`src/rtl/recency_stamped_key_table_defines.svh`:
```
// Assertion macros shared by the key table RTL.
`ifndef RECENCY_STAMPED_KEY_TABLE_DEFINES_SVH
`define RECENCY_STAMPED_KEY_TABLE_DEFINES_SVH

// Same-cycle implication, sampled on the rising clock edge, off during reset.
`define RSKT_ASSERT_NOW(lbl, ante, cons, msg) \
   lbl: assert property (@(posedge clock) disable iff (reset) (ante) |-> (cons)) \
      else $error(msg);

// Next-cycle implication, sampled on the rising clock edge, off during reset.
`define RSKT_ASSERT_NEXT(lbl, ante, cons, msg) \
   lbl: assert property (@(posedge clock) disable iff (reset) (ante) |=> (cons)) \
      else $error(msg);

`endif

```
`src/rtl/rskt_pkg.sv`:
```
package rskt_pkg;

   localparam int SLOTS      = 16;
   localparam int IDX_W      = (SLOTS > 1) ? $clog2(SLOTS) : 1;
   localparam int CNT_W      = $clog2(SLOTS + 1);
   localparam int KEY_W      = 32;
   localparam int STAMP_W    = 32;
   localparam int EVICT_W    = 32;
   localparam int KNOWN_W    = 5;
   localparam int REQ_DATA_W = 64;
   localparam int RSP_DATA_W = 72;

   localparam logic OP_NOTE  = 1'b0;
   localparam logic OP_QUERY = 1'b1;

   typedef struct packed {
      logic [KEY_W-1:0]   key_high;
      logic [KEY_W-1:0]   key_low;
      logic [STAMP_W-1:0] stamp;
   } entry_type;

   localparam int ENTRY_W = $bits(entry_type);

   typedef enum logic [2:0] {
      ST_IDLE   = 3'b001,
      ST_SCAN   = 3'b010,
      ST_FINISH = 3'b100
   } state_type;

endpackage

```
`src/rtl/rskt_ram.sv`:
```
module rskt_ram #(
   parameter int WIDTH = 96,
   parameter int DEPTH = 16,
   localparam int AddrW = (DEPTH > 1) ? $clog2(DEPTH) : 1
) (
   input  logic             clock,
   input  logic             wr_en,
   input  logic [AddrW-1:0] wr_addr,
   input  logic [WIDTH-1:0] wr_data,
   input  logic             rd_en,
   input  logic [AddrW-1:0] rd_addr,
   output logic [WIDTH-1:0] rd_data
);

   logic [WIDTH-1:0] mem [DEPTH];
   logic [WIDTH-1:0] rd_data_ff;

   always_ff @(posedge clock) begin
      if (wr_en) begin
         mem[wr_addr] <= wr_data;
      end
      if (rd_en) begin
         rd_data_ff <= mem[rd_addr];
      end
   end

   assign rd_data = rd_data_ff;

endmodule

```
`src/rtl/recency_stamped_key_table.sv`:
```
// Flow: an accepted note or query scans the occupied slots, one slot read per cycle, and each
// read word is compared once registered; the finish state then registers the result word.
// Ignored notes (zero key or repeat of the last note) skip the scan.
// A new word is accepted only in the idle state, so not while a word is in progress; the
// finish state waits while the output register still holds an untaken word.
// Reset (synchronous, active high) empties the table and sets the stamp counter to 1.
`include "recency_stamped_key_table_defines.svh"

module recency_stamped_key_table (
   input  logic                              clock,
   input  logic                              reset,
   input  logic                              req_tvalid,
   output logic                              req_tready,
   // key_high [31:0], key_low [63:32]
   input  logic [rskt_pkg::REQ_DATA_W-1:0]   req_tdata,
   // operation [0]
   input  logic                              req_tuser,
   output logic                              rsp_tvalid,
   input  logic                              rsp_tready,
   // changed [0], stamp [32:1], known_count [37:33], eviction_count [69:38], zero [71:70]
   output logic [rskt_pkg::RSP_DATA_W-1:0]   rsp_tdata
);

   import rskt_pkg::*;

   state_type            state_ff, state_in;
   logic                 op_ff, op_in;
   logic [KEY_W-1:0]     key_high_ff, key_high_in;
   logic [KEY_W-1:0]     key_low_ff, key_low_in;
   logic                 ignore_ff, ignore_in;
   logic [KEY_W-1:0]     last_high_ff, last_high_in;
   logic [KEY_W-1:0]     last_low_ff, last_low_in;
   logic                 last_valid_ff, last_valid_in;
   logic [CNT_W-1:0]     occupied_ff, occupied_in;
   logic [STAMP_W-1:0]   next_stamp_ff, next_stamp_in;
   logic [EVICT_W-1:0]   evictions_ff, evictions_in;
   logic [CNT_W-1:0]     issue_ff, issue_in;
   logic                 rd_valid_ff, rd_valid_in;
   logic [IDX_W-1:0]     cmp_idx_ff, cmp_idx_in;
   logic                 hit_ff, hit_in;
   logic [IDX_W-1:0]     hit_idx_ff, hit_idx_in;
   logic [STAMP_W-1:0]   hit_stamp_ff, hit_stamp_in;
   logic [IDX_W-1:0]     min_idx_ff, min_idx_in;
   logic [STAMP_W-1:0]   min_stamp_ff, min_stamp_in;
   logic                 rsp_valid_ff, rsp_valid_in;
   logic [RSP_DATA_W-1:0] rsp_data_ff, rsp_data_in;

   logic                 req_fire;
   logic                 out_free;
   logic                 finish_go;
   logic                 full;
   logic                 is_note;
   logic [KEY_W-1:0]     in_high;
   logic [KEY_W-1:0]     in_low;
   logic                 in_ignore;
   logic                 ram_wr_en;
   logic [IDX_W-1:0]     ram_wr_addr;
   entry_type            ram_wr_entry;
   logic                 ram_rd_en;
   logic [ENTRY_W-1:0]   ram_rd_data;
   entry_type            rd_entry;
   logic                 rd_match;
   logic                 res_changed;
   logic [STAMP_W-1:0]   res_stamp;
   logic [31:0]          occ_wide;

   rskt_ram #(
      .WIDTH (ENTRY_W),
      .DEPTH (SLOTS)
   ) u_slot_ram (
      .clock   (clock),
      .wr_en   (ram_wr_en),
      .wr_addr (ram_wr_addr),
      .wr_data (ram_wr_entry),
      .rd_en   (ram_rd_en),
      .rd_addr (issue_ff[IDX_W-1:0]),
      .rd_data (ram_rd_data)
   );

   assign req_tready = (state_ff == ST_IDLE);
   assign req_fire   = req_tvalid && req_tready;
   assign out_free   = !rsp_valid_ff || rsp_tready;
   assign finish_go  = (state_ff == ST_FINISH) && out_free;
   assign full       = (occupied_ff == CNT_W'(SLOTS));
   assign in_high    = req_tdata[KEY_W-1:0];
   assign in_low     = req_tdata[2*KEY_W-1:KEY_W];
   assign is_note    = (req_tuser == OP_NOTE);
   assign in_ignore  = is_note && (((in_high == '0) && (in_low == '0)) ||
                       (last_valid_ff && (last_high_ff == in_high) &&
                        (last_low_ff == in_low)));

   assign ram_rd_en  = (state_ff == ST_SCAN) && (issue_ff < occupied_ff);
   assign rd_entry   = entry_type'(ram_rd_data);
   assign rd_match   = (rd_entry.key_high == key_high_ff) && (rd_entry.key_low == key_low_ff);

   // Existing key keeps its slot; a new key fills the next free slot or the oldest one.
   always_comb begin
      priority if (hit_ff) begin
         ram_wr_addr = hit_idx_ff;
      end else if (!full) begin
         ram_wr_addr = occupied_ff[IDX_W-1:0];
      end else begin
         ram_wr_addr = min_idx_ff;
      end
   end

   assign ram_wr_en             = finish_go && (op_ff == OP_NOTE) && !ignore_ff;
   assign ram_wr_entry.key_high = key_high_ff;
   assign ram_wr_entry.key_low  = key_low_ff;
   assign ram_wr_entry.stamp    = next_stamp_ff;

   always_comb begin
      state_in      = state_ff;
      op_in         = op_ff;
      key_high_in   = key_high_ff;
      key_low_in    = key_low_ff;
      ignore_in     = ignore_ff;
      last_high_in  = last_high_ff;
      last_low_in   = last_low_ff;
      last_valid_in = last_valid_ff;
      occupied_in   = occupied_ff;
      next_stamp_in = next_stamp_ff;
      evictions_in  = evictions_ff;
      issue_in      = issue_ff;
      rd_valid_in   = 1'b0;
      cmp_idx_in    = cmp_idx_ff;
      hit_in        = hit_ff;
      hit_idx_in    = hit_idx_ff;
      hit_stamp_in  = hit_stamp_ff;
      min_idx_in    = min_idx_ff;
      min_stamp_in  = min_stamp_ff;
      rsp_valid_in  = rsp_valid_ff && !rsp_tready;
      rsp_data_in   = rsp_data_ff;
      res_changed   = 1'b0;
      res_stamp     = '0;
      occ_wide      = '0;

      unique case (state_ff)
         ST_IDLE: begin
            if (req_fire) begin
               op_in       = req_tuser;
               key_high_in = in_high;
               key_low_in  = in_low;
               ignore_in   = in_ignore;
               issue_in    = '0;
               hit_in      = 1'b0;
               if (is_note && !in_ignore) begin
                  last_high_in  = in_high;
                  last_low_in   = in_low;
                  last_valid_in = 1'b1;
               end
               state_in = in_ignore ? ST_FINISH : ST_SCAN;
            end
         end
         ST_SCAN: begin
            if (ram_rd_en) begin
               issue_in    = issue_ff + CNT_W'(1);
               cmp_idx_in  = issue_ff[IDX_W-1:0];
               rd_valid_in = 1'b1;
            end
            if (rd_valid_ff) begin
               if (rd_match && !hit_ff) begin
                  hit_in       = 1'b1;
                  hit_idx_in   = cmp_idx_ff;
                  hit_stamp_in = rd_entry.stamp;
               end
               // Strict compare keeps the lowest index on equal stamps.
               if ((cmp_idx_ff == '0) || (rd_entry.stamp < min_stamp_ff)) begin
                  min_idx_in   = cmp_idx_ff;
                  min_stamp_in = rd_entry.stamp;
               end
            end
            if ((issue_ff == occupied_ff) && !rd_valid_ff) begin
               state_in = ST_FINISH;
            end
         end
         ST_FINISH: begin
            if (out_free) begin
               if (op_ff == OP_QUERY) begin
                  res_stamp = hit_ff ? hit_stamp_ff : '0;
               end else if (!ignore_ff) begin
                  res_changed = 1'b1;
                  res_stamp   = next_stamp_ff;
                  next_stamp_in = (next_stamp_ff == '1) ? STAMP_W'(1)
                                                        : next_stamp_ff + STAMP_W'(1);
                  if (!hit_ff) begin
                     if (full) begin
                        evictions_in = evictions_ff + EVICT_W'(1);
                     end else begin
                        occupied_in = occupied_ff + CNT_W'(1);
                     end
                  end
               end
               occ_wide     = 32'(occupied_in);
               rsp_data_in  = {2'b00, evictions_in, occ_wide[KNOWN_W-1:0], res_stamp,
                               res_changed};
               rsp_valid_in = 1'b1;
               state_in     = ST_IDLE;
            end
         end
         default: begin
            state_in = ST_IDLE;
         end
      endcase
   end

   always_ff @(posedge clock) begin
      if (reset) begin
         state_ff      <= ST_IDLE;
         last_high_ff  <= '0;
         last_low_ff   <= '0;
         last_valid_ff <= 1'b0;
         occupied_ff   <= '0;
         next_stamp_ff <= STAMP_W'(1);
         evictions_ff  <= '0;
         issue_ff      <= '0;
         rd_valid_ff   <= 1'b0;
         hit_ff        <= 1'b0;
         rsp_valid_ff  <= 1'b0;
      end else begin
         state_ff      <= state_in;
         last_high_ff  <= last_high_in;
         last_low_ff   <= last_low_in;
         last_valid_ff <= last_valid_in;
         occupied_ff   <= occupied_in;
         next_stamp_ff <= next_stamp_in;
         evictions_ff  <= evictions_in;
         issue_ff      <= issue_in;
         rd_valid_ff   <= rd_valid_in;
         hit_ff        <= hit_in;
         rsp_valid_ff  <= rsp_valid_in;
      end
   end

   always_ff @(posedge clock) begin
      op_ff        <= op_in;
      key_high_ff  <= key_high_in;
      key_low_ff   <= key_low_in;
      ignore_ff    <= ignore_in;
      cmp_idx_ff   <= cmp_idx_in;
      hit_idx_ff   <= hit_idx_in;
      hit_stamp_ff <= hit_stamp_in;
      min_idx_ff   <= min_idx_in;
      min_stamp_ff <= min_stamp_in;
      rsp_data_ff  <= rsp_data_in;
   end

   assign rsp_tvalid = rsp_valid_ff;
   assign rsp_tdata  = rsp_data_ff;

   `RSKT_ASSERT_NOW(a_occ_bound, 1'b1, occupied_ff <= CNT_W'(SLOTS),
      "occupied count above table size")
   `RSKT_ASSERT_NOW(a_stamp_nonzero, 1'b1, next_stamp_ff != '0,
      "stamp counter reached zero")
   `RSKT_ASSERT_NOW(a_evict_full, evictions_in != evictions_ff, full && !hit_ff,
      "eviction counted while table not full or key present")
   `RSKT_ASSERT_NOW(a_no_rd_wr_overlap, ram_wr_en, !ram_rd_en && !rd_valid_ff,
      "slot write overlaps the scan")
   `RSKT_ASSERT_NEXT(a_result_lost, rsp_valid_ff && !rsp_tready,
      rsp_valid_ff && $stable(rsp_data_ff), "pending result word changed")

endmodule
```
`config.mk`:
```
export PLATFORM = sky130hd
export DESIGN_NAME = recency_stamped_key_table
export DESIGN_NICKNAME = d
export VERILOG_FILES = /design/src/rtl/rskt_pkg.sv /design/src/rtl/rskt_ram.sv /design/src/rtl/recency_stamped_key_table.sv
export VERILOG_INCLUDE_DIRS = /design/src /design/src/rtl
export SDC_FILE = /design/constraint.sdc
export NUM_CORES = 2
export LEC_CHECK = 0
export ABC_AREA = 1
export BUFFER_PORTS_ARGS = -buffer_cell sky130_fd_sc_hd__buf_2
export CORE_MARGIN = 2
export CORE_UTILIZATION = 60
export CTS_CLUSTER_SIZE = 28
export DETAILED_ROUTE_END_ITERATION = 12
export PLACE_DENSITY = 0.77
export SLEW_MARGIN = 0
export SYNTH_ARGS = -nofsm -noshare
export SYNTH_HDL_FRONTEND = slang
export SYNTH_SLANG_ARGS = --single-unit
```
`constraint.sdc`:
```
create_clock -name clock -period 8 [get_ports clock]
set_input_delay 0.4 -clock clock [delete_from_list [all_inputs] [get_ports clock]]
set_output_delay 0.4 -clock clock [all_outputs]
set_load 0.03 [all_outputs]
```
* Yosys cells after proc, flatten, opt, wreduce, memory -nomap -nowiden
Memory sizes are Yosys's and may differ from the RTL's. A register that Yosys moved wholly into a read port is not among the register bits. Cells that the tools add are included.
Word-level totals: register bits 357, memory bits (writable) 1536, bits of input ports 69, output and inout port bits 74, word-level logic and storage cells 119, memories 1
Memory list:
- u_slot_ram.mem | words 16, bits a word 96, read ports 1, clocked after memory_dff 1, wr ports 1, line rskt_ram.sv:15 | logic [WIDTH-1:0] mem [DEPTH];
Operators by class: add/sub/neg operators 4, magnitude comparators 2, equal/unequal tests 16, multiplexer cells 32, bitwise logic cells 4, reduce and logical (&&, ||, !) cells 38
Operators with widths (count):
- $mux W32 | 8
- $eq A32 B32 Y1 | 4
- $add A32 B1 Y32 const B | 2
- $logic_not A32 Y1 | 2
- $eq A32 B32 Y1 const B | 1
- $lt A32 B32 Y1 | 1
- $mux W5 | 6
- $reduce_and A3 Y1 | 5
- $logic_and A1 B1 Y1 | 14
- $mux W3 | 4
- $add A5 B1 Y5 const B | 2
- $pmux W5 S2 | 1
- $mux W1 | 9
- $pmux W3 S3 | 1
- $mux W4 | 2
- $reduce_and A4 Y1 | 2
- $logic_not A1 Y1 | 6
- $ne A2 B1 Y1 const B | 3
- $ne A2 B2 Y1 const B | 3
- $reduce_and A2 Y1 | 3
- $eq A5 B5 Y1 | 1
- $eq A5 B5 Y1 const B | 1
- $lt A5 B5 Y1 | 1
- $logic_not A4 Y1 | 1
- 8 further kinds | 13

* Logic depth before layout (Yosys ltp)
depth after elaboration 8, gate-level depth with buffers 16, mapped depth without buffers 13

* Hierarchy
A second synthesis with hierarchy kept.
Second synthesis, totals: cells, all modules 8326, area, all modules 86122.6 um^2
By module, submodules not included:
- rskt_ram | times used 1, cells each 6302, area each 68604.5 um^2, sequential area each 49007.0 um^2
- recency_stamped_key_table | times used 1, cells each 2024, area each 17518.1 um^2, sequential area each 9268.9 um^2

* Worst setup path before layout
No wires, ideal clock.
kind reg2reg, from reg occupied_ff[0], to mem u_slot_ram.mem[11][0], enable pin, library setup time 0.552 ns, data arrival time 5.640 ns, required time 7.448 ns, path slack 1.808 ns, stages on the path, launching flop included 11, buffers on the path 0, period minus slack after synthesis 6.192 ns, cell sequence dfxtp_1 -> inv_1 -> ha_1 -> nand2_1 -> nor3_4 -> inv_2 -> nor2_1 -> nand2_1 -> o311ai_0 -> nand3_1 -> nor2_1
Between the ends: longest elaborated chain between the ends 3
Ends and longest elaborated chain:
- from (decl) | line recency_stamped_key_table.sv:34 | logic [CNT_W-1:0] occupied_ff, occupied_in;
- from (signal assigned) | line recency_stamped_key_table.sv:225 | occupied_ff <= occupied_in;
- $eq A5 B5 Y1 | line recency_stamped_key_table.sv:84 | assign full = (occupied_ff == CNT_W'(SLOTS));
- $mux W4 * | line recency_stamped_key_table.sv:100 | end else if (!full) begin
- $mux W4 * | line recency_stamped_key_table.sv:98 | priority if (hit_ff) begin
- to (decl) | line rskt_ram.sv:15
Mark *: on every way between the ends. The rest lies on a longest branch, timed or not.

* Final worst setup path
from reg state_ff[0], to mem u_slot_ram.mem[8][44], enable pin
Between the ends: longest elaborated chain between the ends 6
Ends and longest elaborated chain:
- from (decl) | line recency_stamped_key_table.sv:26 | state_type state_ff, state_in;
- from (signal assigned) | line recency_stamped_key_table.sv:221 | state_ff <= state_in;
- $eq A3 B3 Y1 | line recency_stamped_key_table.sv:83 | assign finish_go = (state_ff == ST_FINISH) && out_free;
- $logic_and A1 B1 Y1 | line recency_stamped_key_table.sv:83
- $logic_and A1 B1 Y1 (2 in series) | line recency_stamped_key_table.sv:107 | assign ram_wr_en = finish_go && (op_ff == OP_NOTE) && !ignore_ff;
- $mux W1 | line rskt_ram.sv:19 | if (wr_en) begin
- $mux W1 (not written as such) | line rskt_ram.sv:20 | mem[wr_addr] <= wr_data;
No other way between the ends.

==> impl_metrics.json <==
{
  "run_status": "completed",
  "fin_crit_ps": 4800,
  "grt_usage_pct": 28.4,
  "tightestPinTransition_ps": 1230,
  "die_h_um": 368,
  "power.density_nw_per_um2": 237,
  "num_rows": 133,
  "fin_crit_sh_pct": 60.1,
  "synth_most_common_cell": "edfxtp_1",
  "htreeDepth": 4,
  "drt_wl_total_um": 195000,
  "end_kind": "flip-flop",
  "r2r_start": "state_ff[0]",
  "cp_max_fo": 62,
  "post_cts_resized": 0,
  "min_from": "reset",
  "hp-class": "input port to flip-flop",
  "min_to": "next_stamp_ff[29]",
  "grt_pass1_vias": 48600,
  "finalInstanceArea_sq_um": 88300,
  "hold_ws_ps": 289,
  "finalPower_mw": 20.9,
  "routabilityCongestion": 0.869,
  "core_area_sq_um": 131000,
  "fin_setup_tns_ps": 0,
  "place_area_sq_um": 81700,
  "ys_ff_latch": 1989,
  "path_clk_slew_ps": 60,
  "worst_setup_path_start_kind": "flip-flop",
  "syn_area_per_cell_sq_um": 13.0,
  "antenna_found_initial": 7,
  "rsz0062_at_grt": "no",
  "hold_viol_final": 0,
  "cp_data_arrival_time_ps": 5240,
  "yosys.area.top_type": "edfxtp_1",
  "synth_area_leaders": "edfxtp_1 (70%), nor2_1 (5.2%), dfxtp_1 (3.7%)",
  "yosys_warnings": 0,
  "hold_depth": 2,
  "clockBufferDepth": 3,
  "grt_max_degree": 259,
  "async_reset_ff_share_pct": 0,
  "hpwl_um": 103000,
  "fmax_ghz": 0.208,
  "synthCells": 6119,
  "fill_cells": 8832,
  "cts-root-buf": "clkbuf_16",
  "cp.required_ps": 8440,
  "post_cts_buffers": 0,
  "dieArea_sq_um": 135000,
  "multi_input_comb_area_sq_um": 18700,
  "rrSetupSlack_ps": 3200,
  "fp.dieW_um": 368,
  "skew_ps": 29.0,
  "netlist_area_sq_um": 79400,
  "maxCapViolations": 0,
  "synthTopCellsByCount": "edfxtp_1 (1,844), nor2_1 (1,090), nand2_1 (661)",
  "postRouteAntennaNets": 0,
  "ys_seq_area_share_pct": 73.4,
  "cts_tree": "yes",
  "cts_buffers": 188,
  "ir_worst_vdd_mv": 0.233,
  "ys.flop_type": "edfxtp_1",
  "final-seq-area_sq_um": 58300,
  "ff2ff_path_depth": 10,
  "start_util_pct": 60.4,
  "rr_endpoint": "u_slot_ram.mem[8][44]",
  "syn_to_final_growth_pct": 11.3,
  "slew_headroom_pct": 18.3,
  "synth_cell_types": 56,
  "grt-ovfl-total": 0,
  "ioPinCount": 143,
  "wl_per_cell_um": 23.9,
  "vias_per_cell": 6.26,
  "first_pass_iters": 6,
  "drtIter0Drc": 6662,
  "grt_pass1_wl_um": 292000,
  "utilization_pct": 67.2,
  "crit_type": "flip-flop to flip-flop",
  "ctsHoldBuffers": 67,
  "drc": 0,
  "setup_viol": 0,
  "drv_slew": 0,
  "power.leakage_nw": 28.9,
  "vias": 51000,
  "drive_above_1_share_pct": 8.82,
  "final_nets": 6350,
  "insertion_delay_ps": 830,
  "clkSinkCount": 1989,
  "port_buffers": 140,
  "netlist.area_leader.share_pct": 69.7,
  "synth_enable_flop_cells": 1844
}
flip-flops by register name (all words and copies together), names as in the netlist, 3 cells and up:
register / cells
min_stamp_ff: 32
u_slot_ram.rd_data: 96
min_idx_ff: 4
key_high_ff: 32
rsp_tdata: 70
hit_stamp_ff: 32
hit_idx_ff: 4
state_ff: 3
cmp_idx_ff: 4
last_low_ff: 32
issue_ff: 5
last_high_ff: 32
evictions_ff: 32
next_stamp_ff: 32
key_low_ff: 32
u_slot_ram.mem: 1536
occupied_ff: 5
stage by stage:
step                      std cells  worst slack, ps
after floorplan                6120             1810
after CTS                      8151             3240
final                          8153             3200
after detailed placement       7738             3220
after global routing           8152             2930
after global placement         7738             3310
report_power, final:
group	leakage [nW]	switching [mW]	internal, mW
clock	2.92	3.73	4.88
combinational	8.47	0.407	0.179
sequential	17.5	0.196	11.5
total	28.9	4.34	16.6
metal layers:
| metal | share of wire (%) | vias up | global-route usage (%) |
|---|---|---|---|
| met2 | 49 | 2808 | 46.0 |
| li1 | - | 22600 | - |
| met5 | 0.021 | - | 0 |
| met3 | 9.6 | 397 | 4.48 |
| met1 | 39 | 25200 | 39.4 |
| met4 | 3.2 | 6 | 10.4 |
critical path: stages, from the launching register on:
cell and delay [ps]:
dfxtp_1 310, inv_1 110, nand3_1 130, inv_2 90
nand2_4 360, clkinv_2 630, nand2_1 560, nor2_1 270
nand2_1 270, nor2_4 890, buf_4 760
layout by cell type (no fill, tap or decap), drive strengths merged, types with 40 or more instances in the layout:
master       count
o21ai          475
nor2          1104
a21oi           92
dlygate4sd3     67
buf            207
mux2i          155
nand4           55
edfxtp        1844
xnor2           41
nand3          253
xor2            40
clkbuf         258
o221ai         155
o32ai          229
ha              41
nor3            48
dfxtp          145
clkinv          71
inv            315
nand2          666
logic make-up after synthesis:
family | Yosys count | share of synthesized area, %
flip-flops | 1989 | 73.4
other | 1 | 0.00472
AND/OR/NAND/NOR | 2172 | 11.3
buffers and inverters | 657 | 3.28
multiplexers | 155 | 1.95
adder cells (fa/ha/maj) | 41 | 0.646
XOR/XNOR | 81 | 0.894
AO/OA/AOI/OAI | 1023 | 8.51
worst max-delay path by stage:
| stage | to | from | slack, ps | cells after the start |
|---|---|---|---|---|
| 3_3_place_gp | u_slot_ram.mem[8][51] | rsp_tready | 3310 | 10 |
| 4_1_cts | u_slot_ram.mem[8][27] | state_ff[0] | 3240 | 10 |
| 5_1_grt | u_slot_ram.mem[8][43] | state_ff[0] | 2930 | 10 |
| 3_5_place_dp | u_slot_ram.mem[8][51] | rsp_tready | 3220 | 10 |
| 6_report | u_slot_ram.mem[8][44] | state_ff[0] | 3200 | 10 |
| 2_1_floorplan | u_slot_ram.mem[11][0] | occupied_ff[0] | 1810 | 10 |
area by class of cell:
type,instances,share of cell area (%)
tap,1755,2.49
antenna,2,0.00567
clock buffer,258,5.90
clock inverter,88,0.827
inverter,313,1.36
multi-input combinational,3474,21.1
sequential,1989,66.0
timing repair buffer,274,2.29
(Power assumes the default switching activity.)
